## config.mk

```make
export PLATFORM = sky130hd
export DESIGN_NAME = lfsr_memory_test_engine_unit_flat
export DESIGN_NICKNAME = d
export VERILOG_FILES = /design/src/lmte_pkg.sv /design/src/lmte_req_if.sv /design/src/lmte_rsp_if.sv /design/src/lmte_step.sv /design/src/lfsr_memory_test_engine_unit.sv /design/src/flat_wrapper.sv
export SDC_FILE = /design/constraint.sdc
export NUM_CORES = 1
export LEC_CHECK = 0
export BUFFER_PORTS_ARGS = -buffer_cell sky130_fd_sc_hd__clkbuf_2
export CORE_MARGIN = 1
export CORE_UTILIZATION = 45
export DETAILED_ROUTE_END_ITERATION = 6
export GPL_TIMING_DRIVEN = 0
export PLACE_DENSITY = 0.68
export SLEW_MARGIN = 40
export SYNTH_ARGS = -nofsm -noshare
export SYNTH_HDL_FRONTEND = slang
export SYNTH_SLANG_ARGS = --single-unit
```

## constraint.sdc

```tcl
create_clock -name clk_i -period 9.47 [get_ports clk_i]
set_clock_uncertainty 0.15 [all_clocks]
set_input_delay 0.4735 -clock clk_i [delete_from_list [all_inputs] [get_ports clk_i]]
set_output_delay 0.4735 -clock clk_i [all_outputs]
set_load 0.1 [all_outputs]
```

## src/lmte_pkg.sv

```systemverilog
// lmte_pkg: shared types, codes and constants of the lfsr memory test engine
// used by the channel interfaces, the step logic and the top level
package lmte_pkg;

  localparam int unsigned INDEX_BITS_DEF = 20;

  localparam int unsigned LFSR_W    = 24;
  localparam int unsigned DATA_W    = 32;
  localparam int unsigned CNT_W     = 32;
  localparam int unsigned REGION_W  = 21;
  localparam int unsigned WIDX_W    = 20;
  localparam int unsigned CFG_IDX_W = 1;
  localparam int unsigned CFG_DATA_W = REGION_W;

  localparam logic [LFSR_W-1:0] TOGGLE_MASK = 24'h80042B;
  localparam logic [LFSR_W-1:0] LFSR_TOP    = 24'h800000;
  localparam logic [LFSR_W-1:0] LFSR_MASK   = 24'hFFFFFF;

  localparam logic [REGION_W-1:0] REGION_RESET = 21'h100000;

  // register indexes
  localparam logic [CFG_IDX_W-1:0] REG_REGION = 1'b0;
  localparam logic [CFG_IDX_W-1:0] REG_WIDTH  = 1'b1;

  // actions
  localparam logic [1:0] ACT_START  = 2'd0;
  localparam logic [1:0] ACT_FILL   = 2'd1;
  localparam logic [1:0] ACT_VERIFY = 2'd2;

  // phases
  localparam logic [1:0] PH_IDLE   = 2'd0;
  localparam logic [1:0] PH_FILL   = 2'd1;
  localparam logic [1:0] PH_VERIFY = 2'd2;

  // status codes
  localparam logic [1:0] ST_OK        = 2'd0;
  localparam logic [1:0] ST_ZERO_SEED = 2'd1;
  localparam logic [1:0] ST_BAD_ACT   = 2'd2;

  // width modes
  localparam logic [1:0] WM_BYTE = 2'd0;
  localparam logic [1:0] WM_HALF = 2'd1;

  typedef struct packed {
    logic [LFSR_W-1:0] lfsr;
    logic [LFSR_W-1:0] seed;
    logic [1:0]        phase;
    logic              had_error;
    logic [CNT_W-1:0]  errors_total;
    logic [CNT_W-1:0]  failed_passes;
    logic [CNT_W-1:0]  clean_passes;
    logic [CNT_W-1:0]  passes_done;
  } state_t;

  typedef struct packed {
    logic [WIDX_W-1:0] word_index;
    logic [LFSR_W-1:0] pattern;
    logic              write_enable;
    logic              mismatch;
    logic              phase_last;
    logic [1:0]        status;
    logic [CNT_W-1:0]  error_count;
    logic [CNT_W-1:0]  bad_passes;
    logic [CNT_W-1:0]  good_passes;
    logic [CNT_W-1:0]  pass_number;
  } rsp_t;

  function automatic logic [LFSR_W-1:0] lfsr_advance(input logic [LFSR_W-1:0] v);
    logic [LFSR_W-1:0] s;
    s = {v[LFSR_W-2:0], 1'b0};
    if ((v & LFSR_TOP) != '0) begin
      s = s ^ TOGGLE_MASK;
    end
    return s & LFSR_MASK;
  endfunction

  function automatic logic [CNT_W-1:0] sat_inc(input logic [CNT_W-1:0] v);
    return (v == '1) ? v : v + CNT_W'(1);
  endfunction

endpackage

```

## src/lmte_req_if.sv

```systemverilog
// lmte_req_if: request channel into the test engine (action, seed, read data)
// depends on lmte_pkg for field widths
interface lmte_req_if;
  logic                           valid;
  logic                           ready;
  logic [1:0]                     action;
  logic [lmte_pkg::LFSR_W-1:0]    seed;
  logic [lmte_pkg::DATA_W-1:0]    read_data;

  modport source (output valid, output action, output seed, output read_data, input ready);
  modport sink   (input valid, input action, input seed, input read_data, output ready);
endinterface

```

## src/lmte_rsp_if.sv

```systemverilog
// lmte_rsp_if: result channel out of the test engine
// depends on lmte_pkg for field widths
interface lmte_rsp_if;
  logic                          valid;
  logic                          ready;
  logic [lmte_pkg::WIDX_W-1:0]   word_index;
  logic [lmte_pkg::LFSR_W-1:0]   pattern;
  logic                          write_enable;
  logic                          mismatch;
  logic                          phase_last;
  logic [1:0]                    status;
  logic [lmte_pkg::CNT_W-1:0]    error_count;
  logic [lmte_pkg::CNT_W-1:0]    bad_passes;
  logic [lmte_pkg::CNT_W-1:0]    good_passes;
  logic [lmte_pkg::CNT_W-1:0]    pass_number;

  modport source (output valid, output word_index, output pattern, output write_enable,
                  output mismatch, output phase_last, output status, output error_count,
                  output bad_passes, output good_passes, output pass_number, input ready);
  modport sink   (input valid, input word_index, input pattern, input write_enable,
                  input mismatch, input phase_last, input status, input error_count,
                  input bad_passes, input good_passes, input pass_number, output ready);
endinterface

```

## src/lmte_step.sv

```systemverilog
// lmte_step: combinational next state and result for one request
// depends on lmte_pkg (state_t, rsp_t, codes, lfsr_advance, sat_inc)
module lmte_step #(
  parameter int unsigned IndexBits = lmte_pkg::INDEX_BITS_DEF
) (
  input  lmte_pkg::state_t                 state_i,
  input  logic [IndexBits-1:0]             word_cnt_i,
  input  logic [lmte_pkg::REGION_W-1:0]    region_i,
  input  logic [1:0]                       width_mode_i,
  input  logic [1:0]                       action_i,
  input  logic [lmte_pkg::LFSR_W-1:0]      seed_i,
  input  logic [lmte_pkg::DATA_W-1:0]      read_data_i,
  output lmte_pkg::state_t                 state_o,
  output logic [IndexBits-1:0]             word_cnt_o,
  output lmte_pkg::rsp_t                   rsp_o
);

  localparam int unsigned RegW = lmte_pkg::REGION_W;
  localparam int unsigned CmpW = ((IndexBits > RegW) ? IndexBits : RegW) + 1;
  localparam int unsigned IdxW = (IndexBits > lmte_pkg::WIDX_W) ? IndexBits : lmte_pkg::WIDX_W;
  localparam logic [CmpW-1:0] MaxWords = CmpW'(1) << IndexBits;

  logic [CmpW-1:0]             region_ext;
  logic [CmpW-1:0]             eff_region;
  logic [CmpW-1:0]             idx_plus1;
  logic [IdxW-1:0]             idx_wide;
  logic [lmte_pkg::LFSR_W-1:0] lfsr_next;
  logic [lmte_pkg::LFSR_W-1:0] pat_mask;
  logic [lmte_pkg::DATA_W-1:0] rd_mask;
  logic [lmte_pkg::LFSR_W-1:0] pat;
  logic                        last;
  logic                        mis;
  logic                        step_ok;

  always_comb begin
    region_ext = CmpW'(region_i);
    if (region_ext == '0) begin
      eff_region = CmpW'(1);
    end else if (region_ext > MaxWords) begin
      eff_region = MaxWords;
    end else begin
      eff_region = region_ext;
    end
  end

  always_comb begin
    case (width_mode_i)
      lmte_pkg::WM_BYTE: begin
        pat_mask = 24'h0000FF;
        rd_mask  = 32'h000000FF;
      end
      lmte_pkg::WM_HALF: begin
        pat_mask = 24'h00FFFF;
        rd_mask  = 32'h0000FFFF;
      end
      default: begin
        pat_mask = lmte_pkg::LFSR_MASK;
        rd_mask  = 32'hFFFFFFFF;
      end
    endcase
  end

  assign lfsr_next = lmte_pkg::lfsr_advance(state_i.lfsr);
  assign pat       = lfsr_next & pat_mask;
  // last when idx >= region - 1, written without the subtract
  assign idx_plus1 = CmpW'(word_cnt_i) + CmpW'(1);
  assign last      = idx_plus1 >= eff_region;
  assign mis       = (read_data_i & rd_mask) != lmte_pkg::DATA_W'(pat);
  assign idx_wide  = IdxW'(word_cnt_i);
  assign step_ok   = ((action_i == lmte_pkg::ACT_FILL) && (state_i.phase == lmte_pkg::PH_FILL))
                  || ((action_i == lmte_pkg::ACT_VERIFY)
                      && (state_i.phase == lmte_pkg::PH_VERIFY));

  always_comb begin
    state_o    = state_i;
    word_cnt_o = word_cnt_i;
    rsp_o      = '0;
    if (action_i == lmte_pkg::ACT_START) begin
      if (seed_i == '0) begin
        rsp_o.status = lmte_pkg::ST_ZERO_SEED;
      end else begin
        state_o.seed      = seed_i;
        state_o.lfsr      = seed_i;
        state_o.had_error = 1'b0;
        state_o.phase     = lmte_pkg::PH_FILL;
        word_cnt_o        = '0;
      end
    end else if (step_ok) begin
      rsp_o.word_index = idx_wide[lmte_pkg::WIDX_W-1:0];
      rsp_o.pattern    = pat;
      rsp_o.phase_last = last;
      state_o.lfsr     = lfsr_next;
      if (action_i == lmte_pkg::ACT_FILL) begin
        rsp_o.write_enable = 1'b1;
        if (last) begin
          state_o.lfsr  = state_i.seed;
          state_o.phase = lmte_pkg::PH_VERIFY;
          word_cnt_o    = '0;
        end else begin
          word_cnt_o = word_cnt_i + IndexBits'(1);
        end
      end else begin
        rsp_o.mismatch = mis;
        if (mis) begin
          state_o.errors_total = lmte_pkg::sat_inc(state_i.errors_total);
        end
        if (last) begin
          state_o.passes_done = lmte_pkg::sat_inc(state_i.passes_done);
          if (state_i.had_error || mis) begin
            state_o.failed_passes = lmte_pkg::sat_inc(state_i.failed_passes);
          end else begin
            state_o.clean_passes = lmte_pkg::sat_inc(state_i.clean_passes);
          end
          state_o.had_error = 1'b0;
          state_o.phase     = lmte_pkg::PH_IDLE;
          word_cnt_o        = '0;
        end else begin
          state_o.had_error = state_i.had_error | mis;
          word_cnt_o        = word_cnt_i + IndexBits'(1);
        end
      end
    end else begin
      rsp_o.status = lmte_pkg::ST_BAD_ACT;
    end
    rsp_o.error_count = state_o.errors_total;
    rsp_o.bad_passes  = state_o.failed_passes;
    rsp_o.good_passes = state_o.clean_passes;
    rsp_o.pass_number = state_o.passes_done;
  end

endmodule

```

## src/lfsr_memory_test_engine_unit.sv

```systemverilog
// lfsr_memory_test_engine_unit: lfsr pattern memory test sequencer, top level
// an accepted request has its result registered and valid in the cycle after acceptance
// throughput: one request per cycle while each result is taken when valid; the state
// registers and the result register are updated by the same edge, fed by the combinational step logic
// reset (async, active low): phase idle, lfsr, seed, counters cleared, no result pending
// depends on lmte_pkg, lmte_req_if, lmte_rsp_if, lmte_step
module lfsr_memory_test_engine_unit #(
  parameter int unsigned IndexBits = lmte_pkg::INDEX_BITS_DEF
) (
  input  logic                                clk_i,
  input  logic                                rst_ni,
  input  logic                                cfg_we_i,
  input  logic [lmte_pkg::CFG_IDX_W-1:0]      cfg_idx_i,
  input  logic [lmte_pkg::CFG_DATA_W-1:0]     cfg_data_i,
  lmte_req_if.sink                            req_i,
  lmte_rsp_if.source                          rsp_o
);

  // configuration registers
  logic [lmte_pkg::REGION_W-1:0] region_q;
  logic [1:0]                    width_mode_q;

  // engine state
  lmte_pkg::state_t     state_q, state_d;
  logic [IndexBits-1:0] word_cnt_q, word_cnt_d;

  // result register
  lmte_pkg::rsp_t rsp_q, rsp_d;
  logic           rsp_valid_q;

  logic req_accept;

  // take a new request whenever the result slot is empty or drains this cycle
  assign req_i.ready = !rsp_valid_q || rsp_o.ready;
  assign req_accept  = req_i.valid && req_i.ready;

  // plain write port, no read-back
  always_ff @(posedge clk_i or negedge rst_ni) begin
    if (!rst_ni) begin
      region_q     <= lmte_pkg::REGION_RESET;
      width_mode_q <= '0;
    end else if (cfg_we_i) begin
      unique case (cfg_idx_i)
        lmte_pkg::REG_REGION: region_q     <= cfg_data_i;
        lmte_pkg::REG_WIDTH:  width_mode_q <= cfg_data_i[1:0];
        default: ;
      endcase
    end
  end

  lmte_step #(
    .IndexBits (IndexBits)
  ) u_step (
    .state_i      (state_q),
    .word_cnt_i   (word_cnt_q),
    .region_i     (region_q),
    .width_mode_i (width_mode_q),
    .action_i     (req_i.action),
    .seed_i       (req_i.seed),
    .read_data_i  (req_i.read_data),
    .state_o      (state_d),
    .word_cnt_o   (word_cnt_d),
    .rsp_o        (rsp_d)
  );

  // state only moves on an accepted request
  always_ff @(posedge clk_i or negedge rst_ni) begin
    if (!rst_ni) begin
      state_q    <= '0;
      word_cnt_q <= '0;
    end else if (req_accept) begin
      state_q    <= state_d;
      word_cnt_q <= word_cnt_d;
    end
  end

  // result valid flag: set by an accepted request, cleared once taken
  always_ff @(posedge clk_i or negedge rst_ni) begin
    if (!rst_ni) begin
      rsp_valid_q <= 1'b0;
    end else if (req_accept) begin
      rsp_valid_q <= 1'b1;
    end else if (rsp_o.ready) begin
      rsp_valid_q <= 1'b0;
    end
  end

  // result payload, no reset needed
  always_ff @(posedge clk_i) begin
    if (req_accept) begin
      rsp_q <= rsp_d;
    end
  end

  assign rsp_o.valid        = rsp_valid_q;
  assign rsp_o.word_index   = rsp_q.word_index;
  assign rsp_o.pattern      = rsp_q.pattern;
  assign rsp_o.write_enable = rsp_q.write_enable;
  assign rsp_o.mismatch     = rsp_q.mismatch;
  assign rsp_o.phase_last   = rsp_q.phase_last;
  assign rsp_o.status       = rsp_q.status;
  assign rsp_o.error_count  = rsp_q.error_count;
  assign rsp_o.bad_passes   = rsp_q.bad_passes;
  assign rsp_o.good_passes  = rsp_q.good_passes;
  assign rsp_o.pass_number  = rsp_q.pass_number;

endmodule
```

## src/flat_wrapper.sv

```systemverilog
// flat-port wrapper written by rule: the top's interface ports become plain ports
module lfsr_memory_test_engine_unit_flat 
#(
  parameter int unsigned IndexBits = lmte_pkg::INDEX_BITS_DEF
)
  (clk_i, rst_ni, cfg_we_i, cfg_idx_i, cfg_data_i, req_i_valid, req_i_action, req_i_seed, req_i_read_data, req_i_ready, rsp_o_valid, rsp_o_word_index, rsp_o_pattern, rsp_o_write_enable, rsp_o_mismatch, rsp_o_phase_last, rsp_o_status, rsp_o_error_count, rsp_o_bad_passes, rsp_o_good_passes, rsp_o_pass_number, rsp_o_ready);
  lmte_req_if req_i_i ();
  lmte_rsp_if rsp_o_i ();
  input  logic clk_i;
  input  logic rst_ni;
  input  logic cfg_we_i;
  input  logic [lmte_pkg::CFG_IDX_W-1:0] cfg_idx_i;
  input  logic [lmte_pkg::CFG_DATA_W-1:0] cfg_data_i;
  input wire logic [$bits(req_i_i.valid)-1:0] req_i_valid;
  input wire logic [$bits(req_i_i.action)-1:0] req_i_action;
  input wire logic [$bits(req_i_i.seed)-1:0] req_i_seed;
  input wire logic [$bits(req_i_i.read_data)-1:0] req_i_read_data;
  output wire logic [$bits(req_i_i.ready)-1:0] req_i_ready;
  output wire logic [$bits(rsp_o_i.valid)-1:0] rsp_o_valid;
  output wire logic [$bits(rsp_o_i.word_index)-1:0] rsp_o_word_index;
  output wire logic [$bits(rsp_o_i.pattern)-1:0] rsp_o_pattern;
  output wire logic [$bits(rsp_o_i.write_enable)-1:0] rsp_o_write_enable;
  output wire logic [$bits(rsp_o_i.mismatch)-1:0] rsp_o_mismatch;
  output wire logic [$bits(rsp_o_i.phase_last)-1:0] rsp_o_phase_last;
  output wire logic [$bits(rsp_o_i.status)-1:0] rsp_o_status;
  output wire logic [$bits(rsp_o_i.error_count)-1:0] rsp_o_error_count;
  output wire logic [$bits(rsp_o_i.bad_passes)-1:0] rsp_o_bad_passes;
  output wire logic [$bits(rsp_o_i.good_passes)-1:0] rsp_o_good_passes;
  output wire logic [$bits(rsp_o_i.pass_number)-1:0] rsp_o_pass_number;
  input wire logic [$bits(rsp_o_i.ready)-1:0] rsp_o_ready;
  assign req_i_i.valid = req_i_valid;
  assign req_i_i.action = req_i_action;
  assign req_i_i.seed = req_i_seed;
  assign req_i_i.read_data = req_i_read_data;
  assign req_i_ready = req_i_i.ready;
  assign rsp_o_valid = rsp_o_i.valid;
  assign rsp_o_word_index = rsp_o_i.word_index;
  assign rsp_o_pattern = rsp_o_i.pattern;
  assign rsp_o_write_enable = rsp_o_i.write_enable;
  assign rsp_o_mismatch = rsp_o_i.mismatch;
  assign rsp_o_phase_last = rsp_o_i.phase_last;
  assign rsp_o_status = rsp_o_i.status;
  assign rsp_o_error_count = rsp_o_i.error_count;
  assign rsp_o_bad_passes = rsp_o_i.bad_passes;
  assign rsp_o_good_passes = rsp_o_i.good_passes;
  assign rsp_o_pass_number = rsp_o_i.pass_number;
  assign rsp_o_i.ready = rsp_o_ready;
  lfsr_memory_test_engine_unit #(.IndexBits(IndexBits)) u_core (.clk_i(clk_i), .rst_ni(rst_ni), .cfg_we_i(cfg_we_i), .cfg_idx_i(cfg_idx_i), .cfg_data_i(cfg_data_i), .req_i(req_i_i), .rsp_o(rsp_o_i));
endmodule
```

---- Yosys cells after proc, flatten, opt, wreduce, memory -nomap -nowiden ----
Cells that the tools add are included.
storage, ports and cells
  register bits after elaboration ......... 400
  latch bits .............................. 0
  memory bits (writable) .................. 0
  memory bits (read-only) ................. 0
  logic and storage cells ................. 107
  memories kept ........................... 0
cells by class
  add/sub/neg operators ................... 6
  $mul .................................... 0
  div/mod/pow operators ................... 0
  $lt $le $gt $ge ......................... 2
  equal/unequal tests ..................... 12
  shifts and indexed selects .............. 0
  mux-type cells .......................... 36
  bitwise logic cells ..................... 7
  reductions and logical operators ........ 22
operators with widths
  cell                                                              number
  32-bit 2-to-1 mux                                                 7
  131-bit 2-to-1 mux                                                1
  129-bit 2-to-1 mux                                                1
  32-bit by 1-bit adder with 32-bit output (second input constant)  4
  32-bit equality test (second input constant)                      4
  128-bit 2-to-1 mux                                                1
  24-bit 2-to-1 mux                                                 5
  96-bit 2-to-1 mux                                                 1
  20-bit 2-to-1 mux                                                 4
  32-bit case mux with 2 select lines                               1
  51-bit 2-to-1 mux                                                 1
  24-bit case mux with 2 select lines                               1
  32-bit AND                                                        1
  32-bit by 24-bit inequality test with 1-bit output                1
  24-bit AND                                                        1
  24-bit zero test                                                  1
  21-bit by 22-bit >= comparator with 1-bit output                  1
  22-bit 2-to-1 mux                                                 1
  20-bit by 1-bit adder with 21-bit output (second input constant)  1
  21-bit greater-than comparator (second input constant)            1
  21-bit zero test                                                  1
  21-bit 2-to-1 mux                                                 1
  20-bit by 1-bit adder with 20-bit output (second input constant)  1
  2-bit 2-to-1 mux                                                  5
  19 further kinds                                                  38

---- Depth between registers and ports, before layout ----
  word-level depth ........................ 10
  mapped depth ............................ 18

---- Cells and area by module ----
From an unflattened synthesis, not the netlist that was laid out.
unflattened totals
  cells, all modules ...................... 1764
  area total of the unflattened synthesis .. 21652.0 µm²
by module, submodules not included
  module                        times used  cells an instance  area each (µm²)
  lfsr_memory_test_engine_unit  1           651                14634.0
  lmte_step                     1           1113               7018.0

---- Worst setup path before layout ----
No wires, ideal clock.
  path type ............................... reg-to-reg
  start ................................... register u_core.rsp_valid_q (netlist: u_core.rsp_o.valid)
  end ..................................... register u_core.state_q[86] (netlist name)
  library setup time ...................... 0.142 ns
  arrival ................................. 7.672 ns
  path slack .............................. 1.506 ns
  cell stages (with the launch flop) ...... 7
  path buffers ............................ 1
  period minus slack after synthesis ...... 7.964 ns
  cell sequence ........................... dfrtp_1 nand2b_1 nand2_1 inv_1 buf_1 nand4_1 xnor2_1
between the ends
  cells in the longest elaborated chain, start to end .. 3
RTL lines
  what                    RTL line                            RTL
  start, declared         lfsr_memory_test_engine_unit.sv:29  logic rsp_valid_q;
  start signal, assigned  lfsr_memory_test_engine_unit.sv:80  rsp_valid_q <= 1'b0;
  start signal, assigned  lfsr_memory_test_engine_unit.sv:82  rsp_valid_q <= 1'b1;
  start signal, assigned  lfsr_memory_test_engine_unit.sv:84  rsp_valid_q <= 1'b0;
  1-bit zero test         lfsr_memory_test_engine_unit.sv:34  assign req_i.ready = !rsp_valid_q || rsp_o.ready;
  1-bit logical OR        lfsr_memory_test_engine_unit.sv:34
  via req_i_ready         flat_wrapper.sv:18                  output wire logic [$bits(req_i_i.ready)-1:0] req_i_ready;
  1-bit logical AND       lfsr_memory_test_engine_unit.sv:35  assign req_accept = req_i.valid && req_i.ready;
  via u_core.req_accept   lfsr_memory_test_engine_unit.sv:31  logic req_accept;
  end signal, assigned    lfsr_memory_test_engine_unit.sv:72  state_q <= state_d;
  end, declared           lfsr_memory_test_engine_unit.sv:24  lmte_pkg::state_t state_q, state_d;
The timed path passes the listed nets, and every way through them passes these cells.
A chain may end at the register's enable or synchronous reset.

==> metrics.md <==
| Metric | Value |
|---|---|
| # port buffers | 261 |
| R2R setup slack | 3.02 ns |
| Critical Path Sink | u_core.rsp_o.pass_number[30] |
| Final Util | 55.5% |
| Setup TNS Final | 0 ns |
| Setup violations, final | 0 |
| FF-to-FF Start | u_core.word_cnt_q[0] |
| Share of cells above drive strength 1 | about a fifth |
| Final worst path period need | 6.45 ns |
| CP Launch Point | u_core.word_cnt_q[0] |
| Outcome | finished clean |
| Sequential-to-total area share from yosys stat | a little under three fifths |
| Post-synth net total | between 1.5k and 2k |
| Count of different cell masters after synthesis | a little under 60 |
| Syn Inst Count | 1,748 |
| Final Hold Viols | 0 |
| Req. time, crit path | between 9 and 10 ns |
| Global-route wire length before repair | 76,300 µm |
| Remaining antenna violation count | 0 |
| Gpl congestion | 0.889 |
| Arrival time worst endpoint | between 6 and 7 ns |
| Initial antenna violation count | 0 |
| Clock-pin transition on the worst setup and hold timing paths | around 0.06 ns |
| Top cells by area, synth | dfrtp_1, edfxtp_1, xnor2_1 |
| Ys async rst share | 55.8% |
| R2r endpoint | u_core.rsp_o.pass_number[30] |
| Vias in the first global route | 14.3k |
| Die W | roughly 210 µm |
| Core footprint | 42,200 µm² |
| Worst-margin pin slew | 0.876 ns |
| Synth top cells by count | dfrtp_1, nand2_1, edfxtp_1 |
| Post-Route WL | 47,700 µm |
| Num rows | 75 |
| CTS Buf Count | 44 |
| Pwr dens | 188 nW/µm² |
| Clk buf depth | 3 |
| Clk Latency, worst-skew pair | 0.57 ns |
| Setup WS pre-CTS | 3.03 ns |
| Most numerous cell in the Yosys netlist | dfrtp_1 |
| Die Ht | 210 µm |
| Nets | about 2.2k |
| Initial core utilization | 46.0% |
| Area growth syn-to-layout | 20.7% |
| Slew Limit Fails | 0 |
| Register area | 10,900 µm² |
| Synth Area per Inst | 11.1 µm² |
| Top cell type's share of synthesized area | 28.6% |
| Postcts setup bufs | 0 |
| Synth Register Bits | 400 |
| Slew margin rel. | between 40% and 50% |
| RSZ-0062 raised after global routing | false |
| Crit path capture type | flop |
| Critical path class | reg2reg |
| Footprint of the multi-input gates | a little over 8000 µm² |
| Fill cells | roughly 3.6k |
| Largest fanout on the critical path | 10 |
| Worst setup SP type | flop |
| Max Freq | approximately 160 MHz |
| TritonCTS clock tree | yes |
| Drt wl/cell | 17.9 µm |
| Period utilization | 68.1% |
| Hpwl dp | 34,800 µm |
| I/O pins | between 200 and 300 |
| Vias | 14.3k |
| Hold crit path type | in2reg |
| Clk root buf | clkbuf_16 |
| Top FF cell, synth | dfrtp_1 |
| Yosys top cell by area | dfrtp_1 |
| DIE AREA | 44,000 µm² |
| YS warnings | 0 |
| CTS Sinks | 400 |
| R2R depth | 18 |
| Final cell count without fillers | 2,665 |
| Vias per cell | 5.38 |
| DR iter-0 viols | around 1k |
| GRT Total Usage | between 20 and 25% |
| Placed Cells | 2,561 |
| Final worst-path setup slack | 3.02 ns |
| Max-cap violation count | 0 |
| Drt first pass iters | 6 |
| N_diodes | 0 |
| Gr ovfl total | 0 |
| Htree depth | 2 |
| DRC Markers | 0 |
| Leak | 0.0101 µW |
| Post-synth EDFFs | 177 |
| Cts repair resizes | 0 |
| VDD IR max | 146 µV |
| Pin count of the biggest net entering global routing | 68 |
| Mapped cell area | 19,400 µm² |
-- how the worst min path moves through the flow --
stage	depth (start not counted)	slack, ns	from	end
after CTS	3	0.0003	req_i_seed[14]	u_core.state_q[145]
after global routing	2	0.03	cfg_data_i[0]	u_core.region_q[0]
after detailed placement	1	0.18	rst_ni	u_core.region_q[15]
after global placement	2	0.31	u_core.state_q[146]	u_core.state_q[146]
final	3	0.03	req_i_seed[14]	u_core.state_q[145]
after floorplan	0	0.03	rst_ni	u_core.region_q[0]
-- layout make-up --
type                    instances  area share [%]
inverters                      24           0.385
flip-flops and latches        400            46.5
repair buffers                296            7.91
multi-input cells            1232            34.6
plain buffers                  92            1.60
clock buffers                  57            5.18
well taps                     539            2.88
clock inverters                25           0.951
-- cell usage in the layout, fill, tap and decap left out, types with 27 or more instances in the layout --
cell type	n
and2_1	40
and3_1	31
clkbuf_1	86
clkbuf_16	46
clkbuf_2	260
dfrtp_1	222
edfxtp_1	177
mux2_2	48
nand2_1	221
nand3_1	94
nand4_1	58
nor2_1	121
nor3_1	74
nor4_1	32
o21ai_0	27
xnor2_1	162
xor2_1	125
-- per-layer routing --
metal / wire [µm] / vias up / GRT usage (%) / share of wire [%]
li1: - / 6849 / - / -
met1: 20600 / 6964 / 29.0 / 43
met2: 23100 / 449 / 36.7 / 48
met3: 2890 / 76 / 3.74 / 6.1
met4: 1120 / 0 / 6.95 / 2.3
met5: 0 / - / 0 / 0
-- flip-flops by register name, summed over array words and instances (netlist names) --
signal and cells:
u_core.word_cnt_q 20, u_core.rsp_o.pass_number 32, u_core.rsp_o.word_index 20, u_core.rsp_o.pattern 24, u_core.rsp_o.mismatch 1, u_core.rsp_o.valid 1
u_core.rsp_o.bad_passes 32, u_core.rsp_o.error_count 32, u_core.region_q 21, u_core.state_q 179, u_core.rsp_o.good_passes 32, u_core.width_mode_q 2
u_core.rsp_o.write_enable 1, u_core.rsp_o.phase_last 1, u_core.rsp_o.status 2
-- cell families after synthesis --
group	after synthesis	synth area share, %
and+or+nand+nor	748	19.4
DFF	400	56.2
muxes	56	3.20
adders and majority gates	26	1.68
xor gates and xnor gates	292	13.4
buffers and inverters	116	2.39
AOI/OAI and AO/OA	110	3.84
-- repair_timing --
action	CTS	global route
endpoints found under the setup margin	0	0
hold endpoints to repair	91	0
hold buffers	22	0
-- through the flow --
step                      hold slack, ns  cell area, µm²  total power (µW)
final                             0.0261           23400              4390
after CTS                       0.000332           23400              4430
after floorplan                   0.0279           19400              2540
after detailed placement           0.180           21700              2720
after global placement             0.307           21400              2700
after global routing              0.0298           23400              4550
-- worst max-delay path, stage by stage (launching register included) --
cell and delay [ns]:
dfrtp_1 0.48, ha_1 0.28, nand3_1 0.16, nor3_1 0.42
and3_1 0.21, clkbuf_1 0.30, and4_1 0.27, and3_1 0.21
xor2_1 0.10, ha_1 0.29, nand3_1 0.12, nor4_1 0.46
o211ai_1 0.19, o211ai_1 0.73, clkbuf_1 0.61, buf_1 0.58
nand3_1 0.31, nor2_1 0.20, xor2_1 0.19
-- power breakdown --
part           switching [µW]  internal [µW]  total [µW]
Clock                     706            991        1700
Sequential               99.1           1930        2030
Combinational             469            202         670
Total                    1270           3120        4390
(Power assumes the default switching activity.)
